### src/hw/rtl/mmscale_pkg.sv
// shared widths, codes and types for the min-max scale-to-8-bit block
package mmscale_pkg;

  localparam int SAMPLE_BITS = 32;
  localparam int CFG_BITS    = 32;
  localparam int PIXEL_BITS  = 8;
  localparam int RUN_BITS    = (SAMPLE_BITS > CFG_BITS) ? SAMPLE_BITS : CFG_BITS;
  localparam int QCNT_BITS   = $clog2(PIXEL_BITS);
  localparam int CFG_IDX_BITS = 1;

  localparam logic [QCNT_BITS-1:0]    DIV_LAST  = QCNT_BITS'(PIXEL_BITS - 1);
  localparam logic [PIXEL_BITS-1:0]   PIXEL_MAX = '1;
  localparam logic [CFG_IDX_BITS-1:0] CFG_MIN_START = CFG_IDX_BITS'(0);
  localparam logic [CFG_IDX_BITS-1:0] CFG_MAX_START = CFG_IDX_BITS'(1);

  localparam logic signed [CFG_BITS-1:0] MIN_START_RST = CFG_BITS'(1000000);
  localparam logic signed [CFG_BITS-1:0] MAX_START_RST = CFG_BITS'(0);

  localparam logic REQ_MEASURE = 1'b0;
  localparam logic REQ_SCALE   = 1'b1;

  typedef logic signed [RUN_BITS-1:0] run_t;
  typedef logic signed [RUN_BITS:0]   diff_t;

  typedef enum logic [1:0] {
    ST_IDLE,
    ST_DIV,
    ST_FIX
  } state_t;

  typedef enum logic [1:0] {
    MODE_FLAT,
    MODE_LOW,
    MODE_HIGH,
    MODE_DIV
  } mode_t;

endpackage

### src/hw/rtl/min_max_scale_to_8bit.sv
// top level: running min/max tracker and serial-divider contrast stretch to 8-bit pixels
//
// Two passes over the same sample array. A measure transaction (req_type 0) updates the
// running minimum and maximum in the cycle it is accepted and gives no result; first = 1
// reloads both from min_start / max_start before the sample is applied. A scale
// transaction (req_type 1) gives one result, pixel = floor(255*(x-min)/(max-min))
// clamped to 0..255, with degenerate set and pixel 0 when max equals min, and pixel 0
// when max is below min. A scale transaction occupies the block from its acceptance to
// the next acceptance: the accept cycle forms x-min and max-min, then a restoring
// divider produces one quotient bit per cycle, and the correction cycle (which can
// overlap the next acceptance) writes the output register. The output register
// decouples the result channel, so new transactions are taken while a result waits,
// until a second result would need the register. Configuration writes only take
// effect at the next first measure sample.
module min_max_scale_to_8bit (
  input  logic                                      clk,
  input  logic                                      rst_n,
  // input channel
  input  logic                                      in_valid,
  output logic                                      in_stall,
  input  logic                                      in_req_type,
  input  logic                                      in_first,
  input  logic signed [mmscale_pkg::SAMPLE_BITS-1:0] in_sample,
  // result channel
  output logic                                      out_valid,
  input  logic                                      out_stall,
  output logic [mmscale_pkg::PIXEL_BITS-1:0]        out_pixel,
  output logic                                      out_degenerate,
  // configuration write port
  input  logic                                      cfg_we,
  input  logic [mmscale_pkg::CFG_IDX_BITS-1:0]      cfg_index,
  input  logic [mmscale_pkg::CFG_BITS-1:0]          cfg_wdata
);

  localparam int RB = mmscale_pkg::RUN_BITS;
  localparam int PB = mmscale_pkg::PIXEL_BITS;

  // control and state registers
  mmscale_pkg::state_t state_r, state_nxt;
  logic [mmscale_pkg::QCNT_BITS-1:0] cnt_r;
  mmscale_pkg::run_t  min_start_r, max_start_r;
  mmscale_pkg::run_t  run_min_r, run_max_r;
  logic               out_valid_r;

  // divider datapath registers
  mmscale_pkg::diff_t d_r, r_r;
  logic [RB-1:0]      rem_r;
  logic [PB-1:0]      q_r;
  mmscale_pkg::mode_t mode_r;
  logic [PB-1:0]      pixel_r;
  logic               degenerate_r;

  logic               take;       // input transaction accepted
  logic               out_free;   // output register can be written this cycle
  logic               out_load;

  // sample widened to running-value width
  mmscale_pkg::run_t  x_ext;
  mmscale_pkg::run_t  min_base, max_base;
  mmscale_pkg::diff_t d_nxt, r_nxt;

  // one restoring step
  logic [RB:0]        rem_sh;
  logic [RB+1:0]      trial;
  logic               q_bit;

  mmscale_pkg::mode_t mode_nxt;
  logic [PB-1:0]      pix_nxt;

  assign out_free = !out_valid_r || !out_stall;

  // ---------------------------------------------------------------- control
  always_comb begin
    state_nxt = state_r;
    in_stall  = 1'b1;
    out_load  = 1'b0;
    case (state_r)
      mmscale_pkg::ST_IDLE: begin
        in_stall = 1'b0;
      end
      mmscale_pkg::ST_DIV: begin
        if (cnt_r == mmscale_pkg::DIV_LAST) begin
          state_nxt = mmscale_pkg::ST_FIX;
        end
      end
      mmscale_pkg::ST_FIX: begin
        // correction and output write, overlapped with the next acceptance
        if (out_free) begin
          out_load  = 1'b1;
          in_stall  = 1'b0;
          state_nxt = mmscale_pkg::ST_IDLE;
        end
      end
      default: begin
        state_nxt = mmscale_pkg::ST_IDLE;
      end
    endcase
    take = in_valid && !in_stall;
    if (take && in_req_type == mmscale_pkg::REQ_SCALE) begin
      state_nxt = mmscale_pkg::ST_DIV;
    end
  end

  always_ff @(posedge clk) begin
    if (!rst_n) begin
      state_r <= mmscale_pkg::ST_IDLE;
    end else begin
      state_r <= state_nxt;
    end
  end

  // ---------------------------------------------------------------- configuration
  always_ff @(posedge clk) begin
    if (!rst_n) begin
      min_start_r <= mmscale_pkg::run_t'(mmscale_pkg::MIN_START_RST);
      max_start_r <= mmscale_pkg::run_t'(mmscale_pkg::MAX_START_RST);
    end else if (cfg_we) begin
      case (cfg_index)
        mmscale_pkg::CFG_MIN_START: min_start_r <= mmscale_pkg::run_t'(signed'(cfg_wdata));
        mmscale_pkg::CFG_MAX_START: max_start_r <= mmscale_pkg::run_t'(signed'(cfg_wdata));
        default: ;
      endcase
    end
  end

  // ---------------------------------------------------------------- measure pass
  assign x_ext    = mmscale_pkg::run_t'(in_sample);
  assign min_base = in_first ? min_start_r : run_min_r;
  assign max_base = in_first ? max_start_r : run_max_r;

  always_ff @(posedge clk) begin
    if (!rst_n) begin
      run_min_r <= mmscale_pkg::run_t'(mmscale_pkg::MIN_START_RST);
      run_max_r <= mmscale_pkg::run_t'(mmscale_pkg::MAX_START_RST);
    end else if (take && in_req_type == mmscale_pkg::REQ_MEASURE) begin
      run_min_r <= (x_ext < min_base) ? x_ext : min_base;
      run_max_r <= (x_ext > max_base) ? x_ext : max_base;
    end
  end

  // ---------------------------------------------------------------- scale pass
  // offsets from the minimum, one bit wider so sign tells range order
  assign d_nxt = mmscale_pkg::diff_t'(x_ext) - mmscale_pkg::diff_t'(run_min_r);
  assign r_nxt = mmscale_pkg::diff_t'(run_max_r) - mmscale_pkg::diff_t'(run_min_r);

  // restoring step: rem stays below r, so the shifted value fits one extra bit
  assign rem_sh = {rem_r, 1'b0};
  assign trial  = {1'b0, rem_sh} - {2'b00, r_r[RB-1:0]};
  assign q_bit  = !trial[RB+1];

  // range classification, evaluated alongside the first quotient step
  always_comb begin
    if (r_r == '0) begin
      mode_nxt = mmscale_pkg::MODE_FLAT;
    end else if (r_r[RB] || d_r[RB] || d_r == '0) begin
      mode_nxt = mmscale_pkg::MODE_LOW;
    end else if (d_r >= r_r) begin
      mode_nxt = mmscale_pkg::MODE_HIGH;
    end else begin
      mode_nxt = mmscale_pkg::MODE_DIV;
    end
  end

  always_ff @(posedge clk) begin
    if (take && in_req_type == mmscale_pkg::REQ_SCALE) begin
      d_r   <= d_nxt;
      r_r   <= r_nxt;
      rem_r <= d_nxt[RB-1:0];
      q_r   <= '0;
    end else if (state_r == mmscale_pkg::ST_DIV) begin
      rem_r <= q_bit ? trial[RB-1:0] : rem_r << 1;
      q_r   <= {q_r[PB-2:0], q_bit};
      if (cnt_r == '0) begin
        mode_r <= mode_nxt;
      end
    end
  end

  always_ff @(posedge clk) begin
    if (!rst_n) begin
      cnt_r <= '0;
    end else if (take) begin
      cnt_r <= '0;
    end else if (state_r == mmscale_pkg::ST_DIV) begin
      cnt_r <= cnt_r + 1'b1;
    end
  end

  // 256*d/r rounded down, minus one when the remainder shows 255*d/r lies below it
  always_comb begin
    case (mode_r)
      mmscale_pkg::MODE_FLAT: pix_nxt = '0;
      mmscale_pkg::MODE_LOW:  pix_nxt = '0;
      mmscale_pkg::MODE_HIGH: pix_nxt = mmscale_pkg::PIXEL_MAX;
      mmscale_pkg::MODE_DIV:  pix_nxt = (rem_r < d_r[RB-1:0]) ? q_r - 1'b1 : q_r;
      default:                pix_nxt = '0;
    endcase
  end

  // ---------------------------------------------------------------- output register
  always_ff @(posedge clk) begin
    if (!rst_n) begin
      out_valid_r <= 1'b0;
    end else if (out_load) begin
      out_valid_r <= 1'b1;
    end else if (!out_stall) begin
      out_valid_r <= 1'b0;
    end
  end

  always_ff @(posedge clk) begin
    if (out_load) begin
      pixel_r      <= pix_nxt;
      degenerate_r <= (mode_r == mmscale_pkg::MODE_FLAT);
    end
  end

  assign out_valid      = out_valid_r;
  assign out_pixel      = pixel_r;
  assign out_degenerate = degenerate_r;

  // ---------------------------------------------------------------- assertions
  a_busy_stalls: assert property (@(posedge clk) disable iff (!rst_n)
    (state_r == mmscale_pkg::ST_DIV) |-> in_stall)
    else $error("input taken while divider busy");

  a_scale_starts_div: assert property (@(posedge clk) disable iff (!rst_n)
    (in_valid && !in_stall && in_req_type == mmscale_pkg::REQ_SCALE)
      |=> (state_r == mmscale_pkg::ST_DIV && cnt_r == '0))
    else $error("scale transaction did not start the divider");

  a_div_ends: assert property (@(posedge clk) disable iff (!rst_n)
    (state_r == mmscale_pkg::ST_DIV && cnt_r == mmscale_pkg::DIV_LAST)
      |=> (state_r == mmscale_pkg::ST_FIX))
    else $error("divider did not finish after eight quotient bits");

  a_flat_zero: assert property (@(posedge clk) disable iff (!rst_n)
    (out_valid && out_degenerate) |-> (out_pixel == '0))
    else $error("degenerate result with nonzero pixel");

endmodule

### config.mk
export PLATFORM = sky130hd
export DESIGN_NAME = min_max_scale_to_8bit
export DESIGN_NICKNAME = d
export VERILOG_FILES = /design/src/hw/rtl/mmscale_pkg.sv /design/src/hw/rtl/min_max_scale_to_8bit.sv
export SDC_FILE = /design/constraint.sdc
export NUM_CORES = 1
export LEC_CHECK = 0
export BUFFER_PORTS_ARGS = -buffer_cell sky130_fd_sc_hd__buf_2
export CORE_UTILIZATION = 68
export DETAILED_ROUTE_END_ITERATION = 7
export GPL_ROUTABILITY_DRIVEN = 0
export GPL_TIMING_DRIVEN = 0
export PLACE_DENSITY = 0.86
export REMOVE_ABC_BUFFERS = 1
export SYNTH_ARGS = -nofsm -noshare
export SYNTH_HDL_FRONTEND = slang
export SYNTH_SLANG_ARGS = --single-unit
export TNS_END_PERCENT = 100
### constraint.sdc
create_clock -name clk -period 8.82 [get_ports clk]
set_clock_uncertainty 0.2 [all_clocks]
set_input_delay 2.205 -clock clk [delete_from_list [all_inputs] [get_ports clk]]
set_output_delay 2.205 -clock clk [all_outputs]
set_load 0.02 [all_outputs]
# --- After elaboration in Yosys (flattened, before gate mapping) ---
# Index checks and enable logic that the tools add are counted.
# W data, S select, Z words.
totals:
  word_cells: 88
  output_inout_bits: 11
  regBits: 251
  input_bits: 72
classes:
  n_bitwise: 5
  n_lt_le_gt_ge: 4
  n_reduce_logical: 25
  eq_ne: 12
  add_sub_neg: 5
  n_mux: 21
op_table:
  columns: ["cell", "count"]
  rows:
  - ["$mux W32", 7]
  - ["$logic_not A33 Y1", 2]
  - ["$sub A32 B32 Y33", 2]
  - ["$lt A32 B32 Y1", 2]
  - ["$sub A33 B32 Y34", 1]
  - ["$ge A33 B33 Y1", 1]
  - ["$gt A32 B32 Y1", 1]
  - ["$pmux W8 S3", 1]
  - ["$reduce_and A3 Y1", 3]
  - ["$mux W1", 8]
  - ["$mux W8", 1]
  - ["$reduce_or A2 Y1", 4]
  - ["$sub A8 B1 Y8 const B", 1]
  - ["$eq A2 B2 Y1 const B", 3]
  - ["$ne A2 B2 Y1 const B", 3]
  - ["$ne A3 B3 Y1 const B", 2]
  - ["$pmux W2 S3", 1]
  - ["$not A1 Y1", 5]
  - ["$eq A2 B1 Y1 const B", 2]
  - ["$logic_not A1 Y1", 4]
  - ["$logic_not A2 Y1", 2]
  - ["$mux W2", 2]
  - ["$reduce_and A2 Y1", 2]
  - ["$add A3 B1 Y3 const B", 1]
  - ["7 further kinds", 11]

# --- Depth between registers and ports, before layout ---
# Gate-level depths: netlist of the first run.
depth:
  word_depth: 9
  depth_mapped: 19
  mapped_depth_nobuf: 14

# --- Least setup slack after synthesis of the first run ---
# OpenSTA, ideal clock, no wires.
synth_timing:
  path_kind: "input-to-reg"
  from: "in in_first"
  to: "reg run_min_r[18]"
  path_stages: 17
  setup_time_ps: 127
  required_time_ps: 8493
  setup_slack_ps: 2952
  n_path_buf: 4
  arrival_ps: 5541
  cell_sequence: "buf_2 buf_2 buf_1 mux2i_1 ha_1 a21o_1 a21o_1 a21o_1 a21o_1 a21o_1 a211o_1 a31oi_1 nor3_2 a21oi_4 buf_6 nor3_1 or3_1"
synth_between:
  elab_chain_cells: 3
synth_lines:
  columns: ["item", "line_no", "source"]
  rows:
  - ["from (decl)", "min_max_scale_to_8bit.sv:22", "input logic in_first,"]
  - ["$mux W32 (*)", "min_max_scale_to_8bit.sv:128", "assign min_base = in_first ? min_start_r : run_min_r;"]
  - ["$lt A32 B32 Y1", "min_max_scale_to_8bit.sv:136", "run_min_r <= (x_ext < min_base) ? x_ext : min_base;"]
  - ["$mux W32 (*)", "min_max_scale_to_8bit.sv:136", null]
  - ["to (signal assigned)", "min_max_scale_to_8bit.sv:133", "run_min_r <= mmscale_pkg::run_t'(mmscale_pkg::MIN_START_RST);"]
  - ["to (signal assigned)", "min_max_scale_to_8bit.sv:136", null]
  - ["to (decl)", "min_max_scale_to_8bit.sv:42", "mmscale_pkg::run_t run_min_r, run_max_r;"]
# Mark *: on every way between the ends. The rest lies on a longest branch, timed or not.
# A chain may end at the register's enable or synchronous reset.

# --- Final worst setup path of the first run ---
layout_timing:
  from: "in in_first"
  to: "reg run_min_r[6]"
# The elaborated chain is that of the path after synthesis.

==> key figures, run 1 <==
Yosys
  • Cells after synthesis: 2089
  • Register area share after synthesis: between 30% and 40%
  • Synth async-reset ratio: 0%
  • Mean Syn Cell Area: about 8.9 um^2
  • XOR/XNOR share of the synthesized area: under 10%
  • Total of flip-flops plus latches after synthesis: about 250
  • Synthesized-area fraction occupied by ao, oa, aoi and oai cells: a little under a fifth
  • Primary flip-flop cell chosen by synthesis mapping: sky130_fd_sc_hd__dfxtp_1
  • Share of synthesized area spent on multiplexers: between 3 and 4%
  • Synth top area cells: sky130_fd_sc_hd__edfxtp_1, sky130_fd_sc_hd__dfxtp_1, sky130_fd_sc_hd__ha_1, sky130_fd_sc_hd__a21oi_1, sky130_fd_sc_hd__nand2_1
  • Netlist cell types: 77
  • Number of synthesized flops with an enable pin: ~110
  • Synthesized-area fraction occupied by and/or/nand/nor cells: a little over 20%
  • Synth Area in Adders: 15.7%
  • Synthesized area: between 15000 and 20000 um^2
  • Fraction of synthesized cell area taken by the top area cell type: between 15 and 20%
  • Dominant combinational cell family by area after synthesis: simple AND/OR/NAND/NOR gates
  • Number of warnings reported in the yosys synthesis log: 0
  • Top cell type by total area after synthesis: sky130_fd_sc_hd__edfxtp_1

Timing
  • Worst-case hold slack: between 200 and 300 ps
  • RSZ-0062 raised after global routing: no
  • Final critical-path share of the clock period: between 70% and 80%
  • F_max: between 150 and 200 MHz
  • Setup violations, final: 0
  • Measured slew at the worst slew-check pin: 1410 ps
  • Number of pins with negative max-slew slack in the final report: 0
  • Minimum clock period: 6260 ps
  • Relative max-transition margin: between 6 and 7%
  • Final Hold Violating Endpoints: 0

Worst hold path
  • Hold Crit Depth: 2
  • Classification of the worst-slack hold path: register to register

Floorplanning
  • Effective utilization at floorplan: between 60% and 70%
  • Top-level port count: 83
  • Horiz. Die Dim: 167 um
  • Vert. Die Dim: around 170 um
  • Std cell rows: 60
  • Die area: around 28000 um^2
  • Core Region: 26900 um^2

Setup path
  • Start point of the critical path: in_first
  • Sort of element at the start of the critical path: input pin
  • Type of the worst setup path: input pin to register
  • Biggest fanout along the worst timing path: 43
  • Worst reg2reg setup slack: roughly 4300 ps
  • Termination of the worst setup path: run_min_r[6]
  • Reg2Reg Capture Point: rem_r[1]
  • Arrival time of data at the critical path endpoint: roughly 6500 ps
  • Category of the worst setup path capture point: register
  • Required time of the worst setup path: between 9000 and 10000 ps
  • Cell depth of the worst flop-to-flop path: 15
  • Worst reg2reg path startpoint: r_r[1]

Clock tree
  • TritonCTS Sinks: 251
  • Root buffer selected by CTS: sky130_fd_sc_hd__clkbuf_16
  • Number of hold buffers added after cts: 0
  • CTS clock-pin slew for the worst setup and hold paths: ~60 ps
  • Quantity of gates resized following cts: 0
  • Number of levels the H-tree was split into: 1
  • Num CTS Buffers: 27
  • CTS tree: yes
  • Clock latency on the worst-skew pair: approximately 560 ps
  • Maximum number of buffers from clock root to sink: 3
  • Setup bufs post-CTS: 0

Outcome
  • Status: finished clean

Route
  • 1st-iter DRT viols: 1893
  • Number of nets still failing antenna checks after routing: 0
  • Vias: about 17000
  • Mean routed wirelength per cell: a little under 20 um
  • First-pass iteration count of the detailed router: 6
  • Post-Route WL: 49000 um
  • Post-detailed-route via-to-cell ratio: around 6.7
  • Count of unresolved DRC violations after routing: 0

Place
  • HPWL reported at the end of detailed placement: 36000 um
  • Number of I/O port buffers: 82

GRT
  • Vias in the first global route: roughly 16000
  • Total congestion overflow after global routing: 0
  • Overall global routing resource usage: between 30 and 40%
  • Global-route wire length before repair: ~79000 um
  • Pin count of the biggest net entering global routing: between 100 and 150
  • Number of antenna violations at the first check in global routing: 1

Pwr
  • P_leak: between 0.008 and 0.009 uW
  • Peak supply drop: ~160 uV
  • Total power divided by cell area: between 150 and 200 nW/um^2
  • Post-layout total power: 3870 uW

Cells and area
  • Final Net Count: ~2400
  • Layout-stage area growth over the synthesis result: 8.59%
  • Layout cells sized above 1: 10.4%

Flow run
  • Total of max-cap violations: 0
## registers in the layout, summed over array words and instances, names as in the netlist, 2 cells and up
name / count
cnt_r: 3
d_r: 33
max_start_r: 32
min_start_r: 32
mode_r: 2
out_pixel: 8
q_r: 8
r_r: 33
rem_r: 32
run_max_r: 32
run_min_r: 32
state_r: 2
## stage by stage
stage               std cells  setup TNS [ps]  utilization [%]  worst slack (ps)  cell area [um^2]
floorplan                1991               0                -              2280             18100
global placement         2414           -1780             70.5             -64.2             18900
detailed placement       2425               0             71.6              1650             19200
CTS                      2475               0             74.8              2220             20100
global route             2477               0             74.9              2360             20100
finish                   2477               0             74.9              2560             20100
## critical path, stage by stage
cell	delay [ps]
sky130_fd_sc_hd__buf_4	480
sky130_fd_sc_hd__buf_12	330
sky130_fd_sc_hd__mux2i_1	300
sky130_fd_sc_hd__ha_1	290
sky130_fd_sc_hd__a21o_1	180
sky130_fd_sc_hd__a21o_1	170
sky130_fd_sc_hd__a21o_1	170
sky130_fd_sc_hd__a21o_1	170
sky130_fd_sc_hd__a21o_1	170
sky130_fd_sc_hd__a211o_1	320
sky130_fd_sc_hd__a31oi_1	330
sky130_fd_sc_hd__nor3_2	100
sky130_fd_sc_hd__a21oi_4	490
sky130_fd_sc_hd__buf_12	280
sky130_fd_sc_hd__nor3_1	70
sky130_fd_sc_hd__or3_1	380
## cell usage after synthesis, drive strengths merged (4+ instances only)
cell / number
nor2: 105
or3: 10
clkbuf: 77
ha: 227
mux2i: 69
edfxtp: 109
nor4: 15
o21a: 32
xor2: 30
nand2: 194
nand4: 90
nor3: 25
and2: 4
o21ai: 90
o31a: 5
a21o: 84
inv: 122
nand2b: 26
o31ai: 4
dfxtp: 142
and3: 16
a31oi: 12
a21boi: 71
o41ai: 4
nand3: 136
buf: 21
a211oi: 11
a21oi: 147
or4b: 55
xnor2: 53
nor2b: 24
o211ai: 10
or2: 4
o21bai: 5
a2111oi: 6
and4: 6
a211o: 7
## power breakdown
part | leakage (uW) | internal (uW) | total (uW) | switching [uW]
combinational | 0.00616 | 544 | 1300 | 760
clock | 0.000424 | 627 | 1120 | 495
sequential | 0.00217 | 1360 | 1450 | 89.1
total | 0.00875 | 2530 | 3870 | 1340
## per-layer routing
metal	track usage (%)	part of all wire, %	vias up	wire (um)
met5	0	0	-	0
met4	12.2	3.5	0	1730
met3	4.44	8.1	111	3960
met2	56.6	46	804	22400
met1	46.7	43	7842	20900
li1	-	-	7763	-
## cells by family (layout without fill, tap and decap cells)
group / count (synthesis) / in the layout
buffers and inverters: 221 / 267
other: 0 / 1
adder cells (fa/ha/maj): 230 / 230
AND/OR/NAND/NOR: 719 / 719
flip-flops: 251 / 251
XOR/XNOR: 83 / 83
multiplexers: 70 / 70
AO/OA/AOI/OAI: 515 / 515
## cell type report
cell class,instances,area (um^2)
fill,1840,6750
tap,341,427
antenna,1,2.50
sequential,251,6120
clock inverter,17,129
clock buffer,33,738
inverter,123,463
timing repair buffer,94,682
multi-input combinational,1617,11600
## worst min path at each step
stage / start / to / slack, ps
after global routing: min_start_r[26] / min_start_r[26] / 290
final: min_start_r[25] / min_start_r[25] / 270
after floorplan: min_start_r[14] / min_start_r[14] / 240
after global placement: min_start_r[19] / min_start_r[19] / 260
after detailed placement: q_r[7] / q_r[7] / 260
after CTS: min_start_r[26] / min_start_r[26] / 270
## cells in the final DEF (no fill, tap or decap), drive strengths merged, types with 30 or more instances in the layout
cell type / instances
o21a: 32
xnor2: 53
edfxtp: 109
buf: 94
a21oi: 147
nor2: 105
ha: 227
clkbuf: 33
nand2: 194
a21boi: 71
xor2: 30
inv: 124
nand4: 90
mux2i: 69
a21o: 84
dfxtp: 142
or4b: 55
o21ai: 90
nand3: 136
(Power assumes the default switching activity.)
==> run 2: changes to the inputs <==
--- a/config.mk
+++ b/config.mk
@@ -5,12 +5,13 @@
 export SDC_FILE = /design/constraint.sdc
 export NUM_CORES = 1
 export LEC_CHECK = 0
+export ABC_AREA = 1
 export BUFFER_PORTS_ARGS = -buffer_cell sky130_fd_sc_hd__buf_2
-export CORE_UTILIZATION = 68
+export CORE_UTILIZATION = 57
 export DETAILED_ROUTE_END_ITERATION = 7
 export GPL_ROUTABILITY_DRIVEN = 0
 export GPL_TIMING_DRIVEN = 0
-export PLACE_DENSITY = 0.86
+export PLACE_DENSITY = 0.77
 export REMOVE_ABC_BUFFERS = 1
 export SYNTH_ARGS = -nofsm -noshare
 export SYNTH_HDL_FRONTEND = slang
==> constraint.sdc (replaced) <==
create_clock -name clk -period 5.5 [get_ports clk]
set_clock_uncertainty 0.2 [all_clocks]
set_input_delay 1.375 -clock clk [delete_from_list [all_inputs] [get_ports clk]]
set_output_delay 1.375 -clock clk [all_outputs]
set_load 0.02 [all_outputs]
==> run 2 against run 1 <==
  * Clock-buffer cell count down 1
  * Final area up 4.1%
  * Wire length up 12%
  * Register-to-register slack worse by 2800 ps
  * First-iteration DRC count down 8.7%
  * Flip-flop and latch count unchanged
  * Area after synthesis up 3.8%
  * Worst hold slack worse by 14 ps
  * Setup slack worse by 2300 ps
  * Core utilization down 11 points
  * Non-clock buffer count down 3
  * Largest cell class unchanged
  * Largest power group is now combinational logic
==> key figures, run 2 <==
Outcome
  • Status: finished clean

Setup path
  • Required time of the worst setup path: 5770 ps (-3270 ps)
  • Critical path's most frequent cell: sky130_fd_sc_hd__nand2_1
  • Cell depth of the worst flop-to-flop path: 11 (-4)
  • Worst path max stage delay: 600 ps (+110 ps)
  • Critical Path Slowest Stage Cell: sky130_fd_sc_hd__nand2_2
  • Termination of the worst setup path: run_max_r[22]
  • Biggest fanout along the worst timing path: 66 (+53%)
  • Cell family with most CP delay: simple AND/OR/NAND/NOR gates
  • Buffers plus inverters on the worst setup path: 2 (-1)
  • Category of the worst setup path capture point: register
  • Type of the worst setup path: input pin to register
  • Sort of element at the start of the critical path: input pin
  • CP Cell Sequence: buf_4 -> inv_4 -> o21ai_0 -> ha_1 -> a21oi_1 -> o21ai_0 -> nand2_1 -> nand3_1 -> nand2_1 -> nand2_1 -> nand2_1 -> nand2_1 -> nand2_2 -> nand3_4 -> nand2_1 -> nand3_1 -> a21oi_1
  • Reg2Reg Capture Point: run_max_r[22]
  • Worst reg2reg setup slack: 1470 ps (-2800 ps)
  • Start point of the critical path: in_first
  • Stages on the worst setup path: 17 (+1)
  • Worst reg2reg path startpoint: run_max_r[23]
  • Arrival time of data at the critical path endpoint: 5530 ps (-950 ps)

Clock tree
  • Setup bufs post-CTS: 0 (unchanged)
  • TritonCTS Sinks: 251 (unchanged)
  • Clock latency on the worst-skew pair: 550 ps (about the same)
  • Number of hold buffers added after cts: 0 (unchanged)
  • Root buffer selected by CTS: sky130_fd_sc_hd__clkbuf_16
  • Number of levels the H-tree was split into: 1 (unchanged)
  • CTS clock-pin slew for the worst setup and hold paths: 60 ps (about the same)
  • Num CTS Buffers: 27 (unchanged)
  • Maximum number of buffers from clock root to sink: 3 (unchanged)
  • CTS tree: yes

Cells and area
  • Final Net Count: 2960 (+23%)
  • Layout-stage area growth over the synthesis result: 8.92%
  • Post-route design area: 21000 um^2 (+4.1%)
  • Commonest non-fill, non-tap cell in the layout: sky130_fd_sc_hd__nand2_1
  • Registers with the most flip-flops: d_r: 33 flops, r_r: 33 flops
  • Commonest cells after routing, fill and taps aside: sky130_fd_sc_hd__nand2_1, sky130_fd_sc_hd__inv_1, sky130_fd_sc_hd__a21oi_1, sky130_fd_sc_hd__nor2_1, sky130_fd_sc_hd__ha_1
  • Layout cells sized above 1: 5.75% (-4.6 points)
  • Antenna fix cells: 0 (-1)

Pwr
  • P_leak: 0.00954 uW (+9.0%)
  • Post-layout total power: 6980 uW (+80%)
  • Part of the power in combinational logic: 39.4% (+5.7 points)
  • Internal Dissipation: 4290 uW (+69%)
  • Clock share of power: 26.6% (-2.4 points)
  • Switching part of the total power: 38.6% (+3.9 points)
  • Peak supply drop: 266 uV (+64%)
  • Total power divided by cell area: 333 nW/um^2 (+73%)
  • Reg power frac: 34.0% (-3.4 points)
  • Switching power total: 2700 uW (+100%)

Floorplanning
  • Vert. Die Dim: 186 um (+11%)
  • Die area: 34500 um^2 (+24%)
  • Top-level port count: 83 (unchanged)
  • Horiz. Die Dim: 186 um (+11%)
  • Effective utilization at floorplan: 58.5% (-10 points)
  • Core Region: 32900 um^2 (+22%)
  • Std cell rows: 66 (+10%)

GRT
  • Global-route track usage on met3: 3.52% (-0.92 points)
  • Vias in the first global route: 17700 (+12%)
  • Global-route layer with the greatest usage: met2
  • Met1 layer usage reported by global route: 43.8% (-2.9 points)
  • Overall global routing resource usage: 32.0% (-2.5 points)
  • Total congestion overflow after global routing: 0 (unchanged)
  • Global-route wire length before repair: 88600 um (+12%)
  • Pin count of the biggest net entering global routing: 68 (-48%)
  • Number of antenna violations at the first check in global routing: 0 (-1)
  • GR met2 Demand/Resource: 52.0% (-4.6 points)

Timing
  • TNS Setup: 0 ps (unchanged)
  • Number of pins with negative max-slew slack in the final report: 0 (unchanged)
  • Final critical-path share of the clock period: between 90% and 100%
  • Worst Setup Slack, final: 239 ps (-2320 ps)
  • Minimum clock period: 5260 ps
  • F_max: between 150 and 200 MHz
  • RSZ-0062 raised after global routing: no
  • Setup violations, final: 0 (unchanged)
  • Final Hold Violating Endpoints: 0 (unchanged)
  • Measured slew at the worst slew-check pin: 1320 ps (-92.5 ps)
  • Relative max-transition margin: 11.9% (+5.9 points)

Yosys
  • Fraction of synthesized cell area taken by the top area cell type: 17.0% (-0.65 points)
  • Synthesized area: 19200 um^2 (+3.8%)
  • Number of synthesized flops with an enable pin: 109 (unchanged)
  • Cells after synthesis: 2622 (+26%)
  • Total of flip-flops plus latches after synthesis: 251 (unchanged)
  • Synth async-reset ratio: 0% (unchanged)
  • Number of warnings reported in the yosys synthesis log: 0 (unchanged)
  • Synth top area cells: sky130_fd_sc_hd__edfxtp_1, sky130_fd_sc_hd__dfxtp_1, sky130_fd_sc_hd__ha_1, sky130_fd_sc_hd__nand2_1, sky130_fd_sc_hd__a21oi_1
  • Mean Syn Cell Area: 7.34 um^2 (-17%)
  • Top cell type by total area after synthesis: sky130_fd_sc_hd__edfxtp_1
  • Netlist cell types: 49 (-36%)
  • Top-count cell post-synth: sky130_fd_sc_hd__nand2_1
  • Primary flip-flop cell chosen by synthesis mapping: sky130_fd_sc_hd__dfxtp_1
  • Register area share after synthesis: 31.8% (-1.2 points)
  • Synth cell count leaders: sky130_fd_sc_hd__nand2_1, sky130_fd_sc_hd__inv_1, sky130_fd_sc_hd__a21oi_1, sky130_fd_sc_hd__nor2_1, sky130_fd_sc_hd__ha_1

Route
  • 1st-iter DRT viols: 1729 (-8.7%)
  • Post-detailed-route via-to-cell ratio: 5.97 (-10%)
  • Post-Route WL: 54900 um (+12%)
  • Number of nets still failing antenna checks after routing: 0 (unchanged)
  • Mean routed wirelength per cell: 17.6 um (-11%)
  • First-pass iteration count of the detailed router: 6 (unchanged)
  • Vias: 18600 (+13%)
  • Count of unresolved DRC violations after routing: 0 (unchanged)

Place
  • Post-Place Cell Area: 20100 um^2 (+4.3%)
  • Worst slack at placement: -2200 ps (-3860 ps)
  • Number of I/O port buffers: 82 (unchanged)
  • HPWL reported at the end of detailed placement: 42100 um (+17%)

Worst hold path
  • Classification of the worst-slack hold path: register to register

Flow run
  • Total of max-cap violations: 0 (unchanged)
==> run 2: cell types whose count changed after synthesis, sizes merged, moves of 60 or more <==
cell    before  now
nand2      194  529
inv        122  281
nor2       105  245
o21ai       90  214
a21oi      147  245
a21o        84   15
a21boi      71    8
nand3      136  196
==> run 2: cell type report <==
type	count	area (um^2)
Clock inverter	17	185
Tap cell	442	553
Sequential cell	251	6120
Timing Repair Buffer	91	586
Inverter	282	1060
Fill cell	2909	11900
Multi-Input combinational cell	2005	11800
Clock buffer	32	694
==> run 2: routing by layer <==
| metal | wire, um | vias up |
|---|---|---|
| met2 | 24900 | 866 |
| li1 | - | 9040 |
| met4 | 1940 | 0 |
| met3 | 4360 | 137 |
| met1 | 23800 | 8590 |
| met5 | 0 | - |
==> run 2: power groups by stage <==
stage / logic [uW] / registers [uW] / clock network [uW]
after CTS: 2680 / 2370 / 1860
after global placement: 2550 / 2410 / 0
after detailed placement: 2650 / 2410 / 0
final: 2750 / 2380 / 1850
after global routing: 3070 / 2400 / 1940
after floorplan: 1960 / 2360 / 0
==> run 2: repair_timing <==
item | 4_1_cts | 5_1_grt
pin swaps | 0 | 0
gates resized for setup | 4 | 3
endpoints found under the setup margin | 64 | 60
==> run 2: worst min path at each step <==
stage               cells after the start  slack (ps)         endpoint             from
floorplan                               2         220  min_start_r[14]  min_start_r[14]
global placement                        2         240  min_start_r[16]  min_start_r[16]
detailed placement                      2         240   min_start_r[6]   min_start_r[6]
CTS                                     2         250   min_start_r[6]   min_start_r[6]
global route                            2         280   min_start_r[0]   min_start_r[0]
finish                                  2         250   min_start_r[6]   min_start_r[6]
==> run 2: logic make-up after synthesis <==
family | count (synthesis) | synth area share [%]
simple gates | 1098 | 24.4
xor+xnor | 86 | 3.91
mux | 30 | 1.56
buf+inv | 366 | 7.28
flops | 251 | 31.8
compound gates | 561 | 16.0
fa+ha+maj | 230 | 15.1
==> run 2: stage by stage <==
stage | hold WS (ps) | util, % | cells
2_1_floorplan | 224 | - | 2538
3_3_place_gp | 235 | 60.4 | 3062
3_5_place_dp | 242 | 61.0 | 3071
4_1_cts | 255 | 63.7 | 3120
5_1_grt | 278 | 63.8 | 3120
6_report | 254 | 63.8 | 3120
==> run 2: worst register-to-register path: cells and delay by family, from the launching register on <==
kind	cells	cell delay, ps
and+or+nand+nor	7	2720
DFF	1	390
adders and majority gates	1	370
muxes	1	120
AOI/OAI and AO/OA	1	70
buffers and inverters	1	40
